File: src/design/assert_macros.svh
// assertion helpers used by the matcher unit
// each macro expects clk_i and rst_ni in scope
`ifndef ASSERT_MACROS_SVH
`define ASSERT_MACROS_SVH

// property checked on every rising clock edge outside reset
`define PTO_ASSERT(lbl, prop, msg) \
  lbl: assert property (@(posedge clk_i) disable iff (!rst_ni) (prop)) else $error(msg);

// implication checked on every rising clock edge outside reset
`define PTO_ASSERT_IMP(lbl, pre, post, msg) \
  lbl: assert property (@(posedge clk_i) disable iff (!rst_ni) (pre) |-> (post)) else $error(msg);

`endif

File: src/design/pto_ram.sv
`timescale 1ns / 1ps
// ---------------------------------------------------------------------------
// pto_ram
// Generic single write, single read RAM with a registered read.
// ---------------------------------------------------------------------------
module pto_ram #(
  parameter int WIDTH = 8,
  parameter int DEPTH = 32
) (
  input  logic                     clk_i,
  input  logic                     we_i,
  input  logic [$clog2(DEPTH)-1:0] waddr_i,
  input  logic [WIDTH-1:0]         wdata_i,
  input  logic [$clog2(DEPTH)-1:0] raddr_i,
  output logic [WIDTH-1:0]         rdata_o
);

  logic [WIDTH-1:0] mem_q [DEPTH];
  logic [WIDTH-1:0] rdata_q;

  // write port
  always_ff @(posedge clk_i) begin
    if (we_i) begin
      mem_q[waddr_i] <= wdata_i;
    end
  end

  // registered read port
  always_ff @(posedge clk_i) begin
    rdata_q <= mem_q[raddr_i];
  end

  assign rdata_o = rdata_q;

endmodule

File: config.mk
export PLATFORM = sky130hd
export DESIGN_NAME = pto_ram
export DESIGN_NICKNAME = d
export VERILOG_FILES = /design/src/design/assert_macros.svh /design/src/design/pto_ram.sv
export SDC_FILE = /design/constraint.sdc
export NUM_CORES = 1
export LEC_CHECK = 0
export BUFFER_PORTS_ARGS = -buffer_cell sky130_fd_sc_hd__buf_2
export CAP_MARGIN = 40
export CELL_PAD_IN_SITES_DETAIL_PLACEMENT = 1
export CELL_PAD_IN_SITES_GLOBAL_PLACEMENT = 1
export CORE_MARGIN = 4
export CORE_UTILIZATION = 45
export CTS_CLUSTER_SIZE = 10
export DETAILED_ROUTE_END_ITERATION = 8
export PLACE_DENSITY_LB_ADDON = 0.1
export SETUP_SLACK_MARGIN = 0.05
export SLEW_MARGIN = 0
export SYNTH_ARGS = -nofsm -noshare
export SYNTH_HDL_FRONTEND = slang
export SYNTH_SLANG_ARGS = --single-unit
File: constraint.sdc
create_clock -name clk_i -period 4.3 [get_ports clk_i]
set_clock_uncertainty 0.15 [all_clocks]
set_input_delay 0.215 -clock clk_i [delete_from_list [all_inputs] [get_ports clk_i]]
set_output_delay 0.215 -clock clk_i [all_outputs]
set_load 0.02 [all_outputs]
---- Yosys cells after proc, flatten, opt, wreduce, memory -nomap -nowiden ----
Memories as Yosys holds them, arrays and structs flattened. A register that Yosys moved wholly into a read port is not among the register bits.
Index checks and enable logic that the tools add are counted.
cells by class
  add/subtract/negate cells ............... 0
  multipliers ............................. 0
  divide/modulo/power cells ............... 0
  $lt $le $gt $ge ......................... 0
  eq/ne operators ......................... 0
  shift-type cells ........................ 0
  multiplexer cells ....................... 2
  bitwise logic cells ..................... 0
  reductions and logical operators ........ 0
operator list
  kind              number
  1-bit 2-to-1 mux  2
word-level totals
  register bits ........................... 0
  latch bits .............................. 0
  bits in writable memories ............... 256
  ROM bits ................................ 0
  input bits .............................. 20
  output and inout bits ................... 8
  logic and storage cells ................. 3
  memories ................................ 1
memory list
  name   depth  bits a word  rd ports  clocked after memory_dff  wr ports  RTL line       RTL
  mem_q  32     8            1         1                         1         pto_ram.sv:18  logic [WIDTH-1:0] mem_q [DEPTH];

---- Longest topological paths before layout ----
  depth after elaboration ................. 2
  gate-level depth with buffers ........... 5
  gate-level depth less buffers ........... 3

---- Worst setup path after synthesis ----
OpenSTA, ideal clock, no wires.
  kind .................................... in2reg
  start point ............................. input port raddr_i[2]
  end point ............................... register rdata_q[0] (netlist: rdata_o[0]), read port of mem_q
  library setup time ...................... 0.121 ns
  arrival ................................. 1.897 ns
  required time ........................... 4.029 ns
  setup slack ............................. 2.133 ns
  stages on the path ...................... 5
  buffers on the path ..................... 2
  cells stage by stage .................... clkbuf_1 -> clkbuf_1 -> mux4_2 -> mux4_2 -> mux2_2
RTL lines
  item             RTL line       RTL
  start, declared  pto_ram.sv:14  input logic [$clog2(DEPTH)-1:0] raddr_i,
  end, declared    pto_ram.sv:19  logic [WIDTH-1:0] rdata_q;

==> results.toml <==
[global_route]
grt_pass1_vias = 4789
grt-ovfl-total = 0
track_usage = 0.182
grt_max_degree = 65
grt_pass1_wl_microns = 32200
antenna_found_initial = 1

[timing]
postLayoutSetupSlackWorst_ps = 2090
maxSlewViolCount = 0
setup_viol = 0
relSlewSlack = 0.403
fin_crit_ps = 2210
tightestPinTransition_ps = 892
setup_tns_ps = 0
fmax_mhz = 453
rsz0062_at_grt = "no"
post-route-period-util = 0.514
hold_viol = 0

[detailed_routing]
detail-route-antenna-nets = 0
via_count = 4429
vias_per_cell = 5.71
wl_microns = 21700
drc = 0
drt_iter0_drc = 354
first_pass_iters = 4
wire_per_inst_microns = 28.0

[layout]
finalNetCount = 492
fill_cells = 1908
drive_gt1_frac = 0.337
antenna-diode-count = 0
area_growth_pct = 14.2

[place]
pre_cts_ws_ps = 1450
dp_hpwl_microns = 13900
io_buffers = 27
routabilityCongestion = 0.731

[clock_tree]
cts_resized = 0
clock_sinks = 264
root_buffer = "clkbuf_16"
cts_inserted_buffers = 31
clock_path_buffers = 3
insertion_delay_ps = 530
clk_pin_slew_ps = 60
cts_setup_buffers = 0
h-tree-depth = 1
cts_tree = "yes"
cts_hold_buf = 1

[synthesis]
ys_warn_count = 0
syn_inst = 417
synth_cell_types = 15
synth_nets = 437
avgSynthCellArea_sq_um = 24.1
syn_area_sq_um = 10100
synth-seq-cells = 264
synth_seq_area_share = 0.781

[critical_path]
crit_top_cell = "mux4_2"
cp_max_fo = 32
r2r-start = "mem_q[23][5]$_DFFE_PP_"
crit_path_start_kind = "input port"
path_cells = "buf_4 -> buf_12 -> mux4_2 -> mux4_2 -> mux2_2"
rr_endpoint = "rdata_o[5]$_DFF_P_"
worstPathArrival_ps = 2470
cp_slowest_cell = "mux4_2"
crit_required_ps = 4570
max_stage_delay_ps = 580
reg2reg_slack_ps = 2330
worst-r2r-cell-count = 3
crit_type = "input port to flip-flop"
endpoint_kind = "flip-flop"

[die]
chipHeight_microns = 157
core_sq_um = 21900
start_util = 0.459
die_w_microns = 157
die_area_sq_um = 24800
rows = 54
ios = 28

[run]
cap_viol_max_count = 0

[pwr]
powerDensity_nw_per_um2 = 477
p_leak_nw = 3.59
ir_worst_vdd_v = 0.000291

[worst_hold_path]
hold_class = "input port to flip-flop"
worstHoldStart = "wdata_i[7]"
whs_endpoint = "mem_q[31][7]$_DFFE_PP_"
holdPathStages = 1

[run_status]
status = "finished, final reports clean"
## cells in the final DEF (no fill, tap or decap), drive strengths merged
cell type | netlist | layout
clkinvlp | 0 | 1
nand2 | 1 | 1
mux2 | 8 | 8
dfxtp | 8 | 8
edfxtp | 256 | 256
buf | 14 | 41
or3b | 3 | 3
mux4 | 80 | 80
clkbuf | 6 | 55
or3 | 1 | 1
dlygate4sd3 | 0 | 1
nand3 | 2 | 2
nand3b | 5 | 5
nor2 | 33 | 33
## worst max-delay path: cells and delay by family
family	cells	cell delay [ps]
buffers and inverters	2	810
multiplexers	3	1400
## logic make-up (layout without fill, tap and decap cells)
logic type | count (synthesis) | in the layout | synth area share
DFF | 264 | 264 | 0.781
and+or+nand+nor | 45 | 45 | 0.0207
buffers and inverters | 20 | 98 | 0.0106
muxes | 88 | 88 | 0.188
## final cells by class
cell class | count | area [sq um] | area share
well taps | 280 | 350 | 0.0305
flip-flops and latches | 264 | 7850 | 0.684
repair buffers | 42 | 278 | 0.0242
clock buffers | 55 | 896 | 0.0780
clock inverters | 1 | 7.51 | 0.000654
multi-input cells | 133 | 2100 | 0.183
## how the worst max path moves through the flow
stage               start                  to  slack, ps  depth (start not counted)
6_report       raddr_i[0]  rdata_o[1]$_DFF_P_       2090                          5
5_1_grt        raddr_i[0]  rdata_o[1]$_DFF_P_       1940                          5
4_1_cts        raddr_i[0]  rdata_o[1]$_DFF_P_       2000                          5
3_5_place_dp   raddr_i[0]  rdata_o[1]$_DFF_P_       1450                          5
3_3_place_gp   raddr_i[0]  rdata_o[2]$_DFF_P_       1450                          5
2_1_floorplan  raddr_i[2]  rdata_o[0]$_DFF_P_       2130                          5
## sequential cells by signal (all words and copies together) (netlist names)
signal / cells
mem_q: 256
rdata_o: 8
## cell usage after synthesis
cell      instances  area [sq um]
nor2_1           33           124
dfxtp_1           8           160
buf_4             6          45.0
buf_1             6          22.5
buf_6             1          11.3
mux2_2            8          90.1
nand3_1           2          10.0
mux4_2           80          1800
buf_2             1          5.00
nand3b_1          5          37.5
or3_1             1          6.26
clkbuf_1          6          22.5
nand2_1           1          3.75
or3b_2            3          26.3
edfxtp_1        256          7690
## routing by layer
metal | wire length, microns | global-route usage
met1 | 9490 | 0.285
met2 | 9830 | 0.267
met3 | 1890 | 0.0335
met4 | 472 | 0.0438
met5 | 13 | 0
## where the power goes
group | internal [mW] | total [mW] | switching, mW
Sequential | 2.86 | 2.88 | 0.0169
Combinational | 0.117 | 0.278 | 0.162
Clock | 1.39 | 2.31 | 0.927
## per-stage QoR
step,std cells,instance area [sq um],total power [mW],util,hold WS (ps)
final,775,11500,5.47,0.524,62.4
after detailed placement,718,10600,3.22,0.483,516
after floorplan,417,10100,3.09,-,164
after global placement,707,10500,3.21,0.479,528
after global routing,775,11500,5.68,0.524,94.1
after CTS,775,11500,5.53,0.524,78.7
(Power assumes the default switching activity.)
